==> config.mk <==
export PLATFORM = sky130hd
export DESIGN_NAME = dsc_cordic_stage
export DESIGN_NICKNAME = d
export VERILOG_FILES = /design/src/sv/dsc_pkg.sv /design/src/sv/dsc_cordic_stage.sv
export SDC_FILE = /design/constraint.sdc
export NUM_CORES = 1
export LEC_CHECK = 0
export ABC_CLOCK_PERIOD_IN_PS = 13600
export BUFFER_PORTS_ARGS = -buffer_cell sky130_fd_sc_hd__buf_2
export CAP_MARGIN = 5
export CORE_UTILIZATION = 35
export CTS_CLUSTER_DIAMETER = 40
export DETAILED_ROUTE_END_ITERATION = 10
export PLACE_DENSITY_LB_ADDON = 0.05
export SETUP_SLACK_MARGIN = 0.2
export SLEW_MARGIN = 30
export SYNTH_ARGS = -nofsm -noshare
export SYNTH_HDL_FRONTEND = slang
export SYNTH_SLANG_ARGS = --single-unit
==> constraint.sdc <==
create_clock -name clk -period 13.6 [get_ports clk]
set_clock_uncertainty 0.15 [all_clocks]
set_input_delay 0 -clock clk [delete_from_list [all_inputs] [get_ports clk]]
set_output_delay 0 -clock clk [all_outputs]
set_load 0.05 [all_outputs]
==> src/sv/dsc_pkg.sv <==
// shared constants, types and the arctangent table of the segment classifier
package dsc_pkg;

  localparam int NUM_WEDGES   = 6;
  localparam int PHI_W        = 15;
  localparam int ANG_W        = 16;
  localparam int CRD_W        = 21;
  localparam int CORDIC_STEPS = 13;
  localparam int CFG_IDX_W    = 3;
  localparam int BOUND_W      = 16;

  localparam logic signed [ANG_W-1:0] PI_FX = 16'sd12868;

  // boundary register indexes
  localparam logic [CFG_IDX_W-1:0] REG_PHI_BOUND_0 = 3'd0;
  localparam logic [CFG_IDX_W-1:0] REG_PHI_BOUND_5 = 3'd5;

  // operation codes
  localparam logic FUNC_LOAD     = 1'b0;
  localparam logic FUNC_CLASSIFY = 1'b1;

  typedef logic signed [CRD_W-1:0] crd_t;
  typedef logic signed [ANG_W-1:0] ang_t;
  typedef logic signed [BOUND_W-1:0] bound_t;

  function automatic ang_t atan_angle(input int i);
    ang_t r;
    case (i)
      0:       r = 16'sd3217;
      1:       r = 16'sd1899;
      2:       r = 16'sd1003;
      3:       r = 16'sd509;
      4:       r = 16'sd256;
      5:       r = 16'sd128;
      6:       r = 16'sd64;
      7:       r = 16'sd32;
      8:       r = 16'sd16;
      9:       r = 16'sd8;
      10:      r = 16'sd4;
      11:      r = 16'sd2;
      12:      r = 16'sd1;
      default: r = 16'sd0;
    endcase
    return r;
  endfunction

endpackage

==> src/sv/dsc_cordic_stage.sv <==
// registered group of cordic vectoring iterations
module dsc_cordic_stage #(
  parameter int FIRST = 0,
  parameter int STEPS = 4
) (
  input  logic           clk,
  input  logic           en,
  input  dsc_pkg::crd_t  x_in,
  input  dsc_pkg::crd_t  y_in,
  input  dsc_pkg::ang_t  a_in,
  output dsc_pkg::crd_t  x_out,
  output dsc_pkg::crd_t  y_out,
  output dsc_pkg::ang_t  a_out
);
  import dsc_pkg::*;

  crd_t x_next, y_next;
  ang_t a_next;

  always_comb begin
    crd_t xc, yc, xt, yt;
    ang_t ac;
    xc = x_in;
    yc = y_in;
    ac = a_in;
    for (int i = FIRST; i < FIRST + STEPS; i++) begin
      if (yc < 0) begin
        xt = xc - (yc >>> i);
        yt = yc + (xc >>> i);
        ac = ac - atan_angle(i);
      end else begin
        xt = xc + (yc >>> i);
        yt = yc - (xc >>> i);
        ac = ac + atan_angle(i);
      end
      xc = xt;
      yc = yt;
    end
    x_next = xc;
    y_next = yc;
    a_next = ac;
  end

  always_ff @(posedge clk) begin
    if (en) begin
      x_out <= x_next;
      y_out <= y_next;
      a_out <= a_next;
    end
  end

endmodule

Word-level counts from Yosys, hierarchy flattened --
Index checks and enable logic that the tools add are counted.
Operators by class: add/sub/neg operators 23, magnitude comparators 4, mux-type cells 20
Operators by type and width (number):
- 16-bit two-way mux | 12
- 21-bit two-way mux | 8
- 21-bit by 1-bit < comparator with 1-bit output (second input constant) | 4
- 16-bit adder | 4
- 16-bit subtractor | 4
- 21-bit by 18-bit adder with 21-bit output | 2
- 21-bit by 19-bit adder with 21-bit output | 2
- 21-bit by 20-bit adder with 21-bit output | 2
- 21-bit by 18-bit subtractor with 21-bit output | 2
- 21-bit by 19-bit subtractor with 21-bit output | 2
- 21-bit by 20-bit subtractor with 21-bit output | 2
- 21-bit subtractor | 2
- 21-bit adder | 1
Word-level totals: flip-flop bits (word level) 58, output and inout port bits 58

Logic depth before layout (Yosys ltp) --
Gate-level depths: netlist (run 1).
depth in word-level cells 10, mapped depth 60, gate-level depth less buffers 58

Least setup slack after synthesis (run 1) --
Ideal clock, no wire load.
kind input-to-reg, start point input y_in[20], end point register x_out[20], data pin, library setup time 268 ps, arrival 11508 ps, data required time 13182 ps, setup slack 1674 ps, cell stages on the path 53, buffers on the path 7, cells stage by stage buf_2 clkbuf_1 clkbuf_1 buf_1 buf_1 mux2i_1 xor2_1 ha_1 inv_1 or4_4 or4b_4 nor4b_4 nor2_1 xor2_1 ha_1 a21o_1 a21o_1 a2111o_1 (+17 left out) inv_2 buf_6 mux2i_1 fa_1 nand2_1 nand2_1 a21oi_1 o21ai_0 a21oi_1 o21ai_0 a21oi_1 o21ai_0 or4_1 a31oi_1 a221oi_1 a21o_1 a21oi_1 xnor3_1
Between the ends: longest elaborated chain between the ends 8, elaborated cells on any way between the ends 24
Ends and longest elaborated chain:
- start: declaration | line dsc_cordic_stage.sv:9 | input dsc_pkg::crd_t y_in,
- 21-bit adder, or another cell as far along | line dsc_cordic_stage.sv:29, dsc_cordic_stage.sv:32
- 21-bit two-way mux | line dsc_cordic_stage.sv:27 | if (yc < 0) begin
- 21-bit by 20-bit subtractor with 21-bit output, or another cell as far along | line dsc_cordic_stage.sv:33 | yt = yc - (xc >>> i);
- 21-bit two-way mux | line dsc_cordic_stage.sv:27
- 21-bit by 19-bit adder with 21-bit output, or another cell as far along | line dsc_cordic_stage.sv:32 | xt = xc + (yc >>> i);
- 21-bit two-way mux | line dsc_cordic_stage.sv:27
- 21-bit by 18-bit adder with 21-bit output, or another cell as far along | line dsc_cordic_stage.sv:32
- 21-bit two-way mux (*) | line dsc_cordic_stage.sv:27
- net x_next[20] | line dsc_cordic_stage.sv:17 | crd_t x_next, y_next;
- end signal: assignment | line dsc_cordic_stage.sv:46 | x_out <= x_next;
- end: declaration | line dsc_cordic_stage.sv:11 | output dsc_pkg::crd_t x_out,
The timed path passes the listed nets; every way through them passes the cells marked *. A chain may end at the register's enable or synchronous reset.

Worst setup path after layout (run 1) --
start point input y_in[0], end point register x_out[20], data pin
Between the ends: longest elaborated chain between the ends 8, elaborated cells on any way between the ends 24
Ends and longest elaborated chain (line):
- 21-bit adder, or another cell as far along | dsc_cordic_stage.sv:29, dsc_cordic_stage.sv:32
- 21-bit two-way mux | dsc_cordic_stage.sv:27
- 21-bit by 20-bit adder with 21-bit output, or another cell as far along | dsc_cordic_stage.sv:32
- 21-bit two-way mux | dsc_cordic_stage.sv:27
- 21-bit by 19-bit adder with 21-bit output, or another cell as far along | dsc_cordic_stage.sv:32
- 21-bit two-way mux | dsc_cordic_stage.sv:27
- 21-bit by 18-bit adder with 21-bit output, or another cell as far along | dsc_cordic_stage.sv:32
- 21-bit two-way mux (*) | dsc_cordic_stage.sv:27
- net x_next[20] | dsc_cordic_stage.sv:17
Marked as above.

==> impl_metrics.ini, run 1 <==
[die]
initial_utilization_pct = 35.8
die-height_um = 216
fp-row-count = 77
io-pin-count = 118
die_area_um2 = 46600
die_w_um = 216
core_um2 = 44700

[cts]
numCtsBuffers = 9
tritoncts = done
cts_htree_levels = 3
clkSinkCount = 58
cts-root-buf = clkbuf_16
clock_path_buffers = 2
clk_pin_slew_ps = 50

[synth]
synth_area_leader_cell = ha_1
syn_avg_cell_area_um2 = 7.53
synth_simple_gate_area_share_pct = 20.5
syn_nets = 2441
synth_xor_area_share_pct = 15.9
synth_flop_cell = edfxtp_1
synth_edf_count = 58
synthTopCellsByArea = ha_1 (19%), edfxtp_1 (11%), xnor2_1 (11%)
seq_area_frac_synth_pct = 10.9
synth_compound_area_share_pct = 25.2
yosys_warnings = 0
synth_cells = 2125
muxShareOfSynthArea_pct = 1.54
synth_top_family_by_area = compound AO/OA/AOI/OAI gates
synthAdderAreaFrac_pct = 20.5
ys_ff_latch = 58
synthTopCellsByCount = ha_1 (246), xnor2_1 (196), a21oi_1 (193), nor2_1 (190), inv_1 (165)
async_flop_share_pct = 0
synth_cell_type_count = 92
synth.top_cell.area_share_pct = 19.2
syn_area_um2 = 16000
yosys.cell_count.top_type = ha_1

[cells_and_area]
fin_nets = 2538
final_design_area_no_fill_um2 = 17600
layout-drive-gt1-share_pct = 9.56
areaGrowthSynthToFinish_pct = 9.91
diodes = 0
finish.utilization_pct = 39.3

[place]
port_buffers = 117
dpl.hpwl_mm = 40.2
gp_congestion = 0.879
place_area_um2 = 17200

[sta]
finalSetupViolCount = 0
period_share_pct = 90.6
finalHoldViolations = 0
rsz0062_at_grt = false
maxSlewViolCount = 0
period_minus_slack_ps = 12320
finalSetupTns_ps = 0
worst_pin_slew_ps = 937
timing.fmax_mhz = 81.2
max_slew_margin_pct = 37.1

[global_routing]
antenna_found_initial = 0
track_usage_pct = 20.0
grt_pass1_vias = 14800
grt_pass1_wl_mm = 76.4
grt_max_degree = 59
overflow = 0

[drt]
drcViolationCount = 0
wire_per_inst_um = 16.8
finalWirelength_mm = 47.5
drt-vias-per-instance = 5.37
postRouteAntennaNets = 0
via_count = 15100
first_iter_violations = 711
first_pass_iters = 7

[worst_setup_path]
critPathSlowestCell = or4_1
worstSetupEndpointType = flip-flop
required_ps = 13540
crit_arrival_ps = 12260
critPathMaxStageDelay_ps = 540
path_max_fanout = 26
critPathLaunchType = primary input
critical_path_class = in -> reg

[outcome]
status = completed

[job]
drv_cap = 0

[min_path]
hold_class = in -> reg
[cell usage in the layout (no fill, tap or decap), types with 65 or more instances in the layout]
master	instances
buf_2	117
a21oi_1	192
inv_1	165
ha_1	245
nand2_1	144
o21ai_0	115
nor3_1	65
xor2_1	86
xnor2_1	196
nor2_1	190
[state kept, by name, summed over array words and instances (netlist names)]
register and flops:
x_out 21, y_out 21, a_out 16
[stage by stage]
stage,std cells,hold WS [ps],setup WS [ps]
after global routing,2819,224,252
final,2819,186,1280
after global placement,2800,285,794
after floorplan,2125,-51.1,1670
after CTS,2817,200,912
after detailed placement,2800,286,564
[area by class of cell]
class | count | area, µm²
Multi-Input combinational cell | 1846 | 13400
Tap cell | 592 | 741
Inverter | 170 | 644
Sequential cell | 58 | 1740
Clock inverter | 6 | 91.3
Clock buffer | 10 | 229
Timing Repair Buffer | 137 | 738
Fill cell | 4774 | 27100
[worst max-delay path: cells and delay by family]
kind,cells,cell delay (ps)
AO/OA/AOI/OAI,27,5980
AND/OR/NAND/NOR,12,2600
buffers and inverters,8,940
adder cells (fa/ha/maj),5,1880
XOR/XNOR,3,670
multiplexers,1,170
[routing by layer]
metal / vias up / GRT usage [%] / wire, µm
met4: 0 / 5.48 / 894
met1: 6954 / 26.9 / 23300
met2: 249 / 34.5 / 22300
met5: - / 0 / 0
li1: 7880 / - / -
met3: 45 / 1.13 / 906
[cell families (layout without fill, tap and decap cells)]
| logic type | Yosys count | count (layout) |
|---|---|---|
| AND/OR/NAND/NOR | 653 | 653 |
| AO/OA/AOI/OAI | 627 | 627 |
| XOR/XNOR | 286 | 286 |
| adder cells (fa/ha/maj) | 256 | 256 |
| buffers and inverters | 221 | 323 |
| flip-flops | 58 | 58 |
| multiplexers | 24 | 24 |
[worst paths after layout]
path	to	cells past startpoint	slack, ps	start
max	x_out[20]$_DFFE_PP_	56	1280	y_in[0]
min	y_out[9]$_DFFE_PP_	2	190	en
[timing repair]
action	CTS	global route
resized for setup	0	6
setup buffers	0	2
hold buffers	1	0
endpoints found under the hold margin	1	0
setup endpoints to repair	0	7
Power of run 1 is left out: the tool's default activity adds up to more than one toggle a clock period on the data nets, which glitch-free logic cannot reach.
==> inputs of run 2 (changes only) <==
--- a/config.mk
+++ b/config.mk
@@ -8,6 +8,7 @@
 export ABC_CLOCK_PERIOD_IN_PS = 13600
 export BUFFER_PORTS_ARGS = -buffer_cell sky130_fd_sc_hd__buf_2
 export CAP_MARGIN = 5
+export CORE_ASPECT_RATIO = 1.2
 export CORE_UTILIZATION = 35
 export CTS_CLUSTER_DIAMETER = 40
 export DETAILED_ROUTE_END_ITERATION = 10
==> impl_metrics.ini, run 2 (synthesized netlist as in run 1, its figures left out) <==
[worst_setup_path]
worstSetupEndpointType = flip-flop
critPathMaxStageDelay_ps = 530
required_ps = 13540
critPathSlowestCell = ha_1
critPathLaunchType = primary input
critical_path_class = in -> reg
crit_arrival_ps = 12340
path_max_fanout = 26

[cells_and_area]
layout-drive-gt1-share_pct = 9.04
diodes = 0
areaGrowthSynthToFinish_pct = 9.65
final_common_cell = ha_1
final_cell_mix = ha_1 (246), xnor2_1 (196), a21oi_1 (193)
largestRegisters = x_out (21), y_out (21), a_out (16)
fin_nets = 2535

[job]
drv_cap = 0

[global_routing]
grt_pass1_vias = 14900
track_usage_pct = 20.2
grt_max_degree = 59
antenna_found_initial = 0
overflow = 0
grt_pass1_wl_mm = 76.2

[cts]
tritoncts = done
clkSinkCount = 58
cts_setup_buffers = 0
cts-root-buf = clkbuf_16
clk_pin_slew_ps = 50
cts_htree_levels = 3
numCtsBuffers = 9
clock_path_buffers = 2

[min_path]
min_from = en
hold_path_end = y_out[1]$_DFFE_PP_
whs_path_depth = 2
hold_class = in -> reg

[die]
die_area_um2 = 46600
io-pin-count = 118
die-height_um = 236
initial_utilization_pct = 35.6
fp-row-count = 85
core_um2 = 45000
die_w_um = 197

[sta]
finalSetupViolCount = 0
finalSetupTns_ps = 0
finalHoldViolations = 0
period_minus_slack_ps = 12410
max_slew_margin_pct = 32.3
worst_pin_slew_ps = 1010
timing.fmax_mhz = 80.6
maxSlewViolCount = 0
rsz0062_at_grt = false
period_share_pct = 91.2

[drt]
finalWirelength_mm = 47.5
drt-vias-per-instance = 5.33
wire_per_inst_um = 16.8
first_pass_iters = 5
drcViolationCount = 0
first_iter_violations = 647
via_count = 15100
postRouteAntennaNets = 0

[place]
port_buffers = 117
dpl.hpwl_mm = 40.5
gp_congestion = 0.843

[outcome]
status = completed
run 2: changes by cell type in the layout (fill, tap and decap cells not counted), sizes merged:
cell      delta
clkbuf       +1
buf          -3
clkinvlp     -4
clkinv       +2
run 2: per-layer routing:
metal / routed length (µm) / share of wire [%] / global-route usage, % / vias up
met5: 0 / 0 / 0 / -
met4: 1390 / 2.9 / 7.24 / 0
met3: 807 / 1.7 / 0.944 / 63
met2: 23400 / 49 / 36.3 / 246
met1: 22000 / 46 / 25.2 / 6895
li1: - / - / - / 7881
run 2: what timing repair did:
item                       in CTS  in global routing
setup endpoints to repair       0                  1
hold buffers                    1                  0
gates resized for setup         0                  1
hold endpoints to repair        1                  0
run 2: worst max-delay path, delay by kind of cell:
kind                     cells  cell delay [ps]
AND/OR/NAND/NOR              9             2250
adder cells (fa/ha/maj)      4             1850
AO/OA/AOI/OAI               29             6770
buffers and inverters        4              810
XOR/XNOR                     3              640
run 2: worst max-delay path by stage:
stage	slack (ps)	cells past startpoint	from	endpoint
6_report	1190	49	x_in[15]	x_out[20]$_DFFE_PP_
5_1_grt	270	49	x_in[15]	x_out[20]$_DFFE_PP_
4_1_cts	1040	49	x_in[15]	x_out[19]$_DFFE_PP_
3_5_place_dp	700	49	x_in[15]	x_out[19]$_DFFE_PP_
3_3_place_gp	970	49	x_in[15]	x_out[19]$_DFFE_PP_
2_1_floorplan	1670	53	y_in[20]	x_out[20]$_DFFE_PP_
run 2: layout make-up:
cell class	instances	area [µm²]
fillers	4760	27400
clock inverters	4	67.6
flip-flops and latches	58	1740
well taps	609	762
multi-input cells	1846	13400
repair buffers	134	716
inverters	170	641
clock buffers	11	233
run 2: per-stage QoR:
stage          instance area [µm²]  hold WS (ps)  setup WS, ps  utilization [%]  instances
2_1_floorplan                16000         -51.1          1670                -       2125
4_1_cts                      17500           206          1040             39.0       2832
6_report                     17500           189          1190             39.0       2832
5_1_grt                      17500           236           271             39.0       2832
3_5_place_dp                 17200           280           702             38.3       2816
3_3_place_gp                 17200           283           967             38.3       2816
Power of run 2 is left out for the same reason.
==> inputs of run 3 (changes only) <==
--- a/config.mk
+++ b/config.mk
@@ -5,9 +5,11 @@
 export SDC_FILE = /design/constraint.sdc
 export NUM_CORES = 1
 export LEC_CHECK = 0
-export ABC_CLOCK_PERIOD_IN_PS = 13600
+export ABC_CLOCK_PERIOD_IN_PS = 13000
 export BUFFER_PORTS_ARGS = -buffer_cell sky130_fd_sc_hd__buf_2
 export CAP_MARGIN = 5
+export CELL_PAD_IN_SITES_DETAIL_PLACEMENT = 1
+export CELL_PAD_IN_SITES_GLOBAL_PLACEMENT = 1
 export CORE_ASPECT_RATIO = 1.2
 export CORE_UTILIZATION = 35
 export CTS_CLUSTER_DIAMETER = 40
==> constraint.sdc (replaced) <==
create_clock -name clk -period 13 [get_ports clk]
set_clock_uncertainty 0.15 [all_clocks]
set_input_delay 0 -clock clk [delete_from_list [all_inputs] [get_ports clk]]
set_output_delay 0 -clock clk [all_outputs]
set_load 0.05 [all_outputs]
==> impl_metrics.ini, run 3 (synthesized netlist as in run 1, its figures left out) <==
[outcome]
status = completed

[cells_and_area]
fill_cells = 5712
final_common_cell = ha_1
largestRegisters = x_out (21), y_out (21), a_out (16)
diodes = 0
layout-drive-gt1-share_pct = 10.0
final_cell_mix = ha_1 (246), xnor2_1 (196), a21oi_1 (191)
finish.utilization_pct = 39.2
areaGrowthSynthToFinish_pct = 10.2
fin_nets = 2548

[global_routing]
track_usage_pct = 21.7
antenna_found_initial = 0
grt_pass1_wl_mm = 82.3
grt_pass1_vias = 16000
grt_max_degree = 59
overflow = 0

[drt]
drt-vias-per-instance = 5.45
finalWirelength_mm = 50.9
drcViolationCount = 0
via_count = 15500
postRouteAntennaNets = 0
first_iter_violations = 525
wire_per_inst_um = 17.9
first_pass_iters = 4

[die]
io-pin-count = 118
initial_utilization_pct = 35.6
core_um2 = 45000
die-height_um = 236
fp-row-count = 85
die_w_um = 197
die_area_um2 = 46600

[min_path]
min_from = en
hold_class = in -> reg

[sta]
finalSetupViolCount = 0
worst_slack_ps = 1040
rsz0062_at_grt = true
period_minus_slack_ps = 11960
timing.fmax_mhz = 83.6
period_share_pct = 92.0
worst_pin_slew_ps = 869
finalHoldViolations = 0
max_slew_margin_pct = 41.3
finalSetupTns_ps = 0
maxSlewViolCount = 0

[worst_setup_path]
critPathMaxStageDelay_ps = 570
startpoint = y_in[0]
path_max_fanout = 29
cp_common_cell = a21oi_1
crit_arrival_ps = 11900
critPathSlowestCell = or4_1
critical_path_class = in -> reg
crit_family = compound AO/OA/AOI/OAI gates
critPathLaunchType = primary input
required_ps = 12940
critPathBufInv = 6
worstSetupEndpointType = flip-flop

[cts]
cts_htree_levels = 3
cts-root-buf = clkbuf_16
clock_path_buffers = 2
numCtsBuffers = 9
clkSinkCount = 58
clk_pin_slew_ps = 50
tritoncts = done

[job]
drv_cap = 0

[place]
gp_congestion = 0.821
place_ws_ps = 36.6
port_buffers = 117
dpl.hpwl_mm = 43.6
-- run 3: area by class of cell --
type / count / area (µm²) / area share (%)
inverters: 170 / 641 / 3.63
flip-flops and latches: 58 / 1740 / 9.88
repair buffers: 147 / 813 / 4.61
clock buffers: 10 / 229 / 1.30
multi-input cells: 1846 / 13400 / 76.1
well taps: 609 / 762 / 4.32
clock inverters: 6 / 33.8 / 0.192
-- run 3: repair_timing --
item                       CTS  global route
buffers inserted             0             0
hold endpoints to repair     1             0
resized for setup            0             9
setup endpoints to repair    0            10
hold buffers                 1             0
-- run 3: through the flow --
stage	hold slack [ps]	instances	area, µm²
final	183	2846	17600
after global routing	241	2846	17600
after CTS	199	2846	17600
after detailed placement	281	2829	17300
after global placement	274	2829	17300
after floorplan	-51.1	2125	16000
-- run 3: path summary, 6_finish.rpt --
check / slack [ps] / endpoint / cells after the start
worst max-delay path: 1040 / x_out[20]$_DFFE_PP_ / 54
worst min-delay path: 180 / x_out[7]$_DFFE_PP_ / 2
-- run 3: per-layer routing --
| metal | part of all wire, % | GRT usage (%) | up-vias |
|---|---|---|---|
| met5 | 0 | 0 | - |
| met4 | 1.9 | 5.57 | 0 |
| met3 | 1.3 | 1.02 | 45 |
| met2 | 51 | 40.2 | 160 |
| met1 | 46 | 26.8 | 7400 |
| li1 | - | - | 7893 |
Power of run 3 is left out for the same reason.
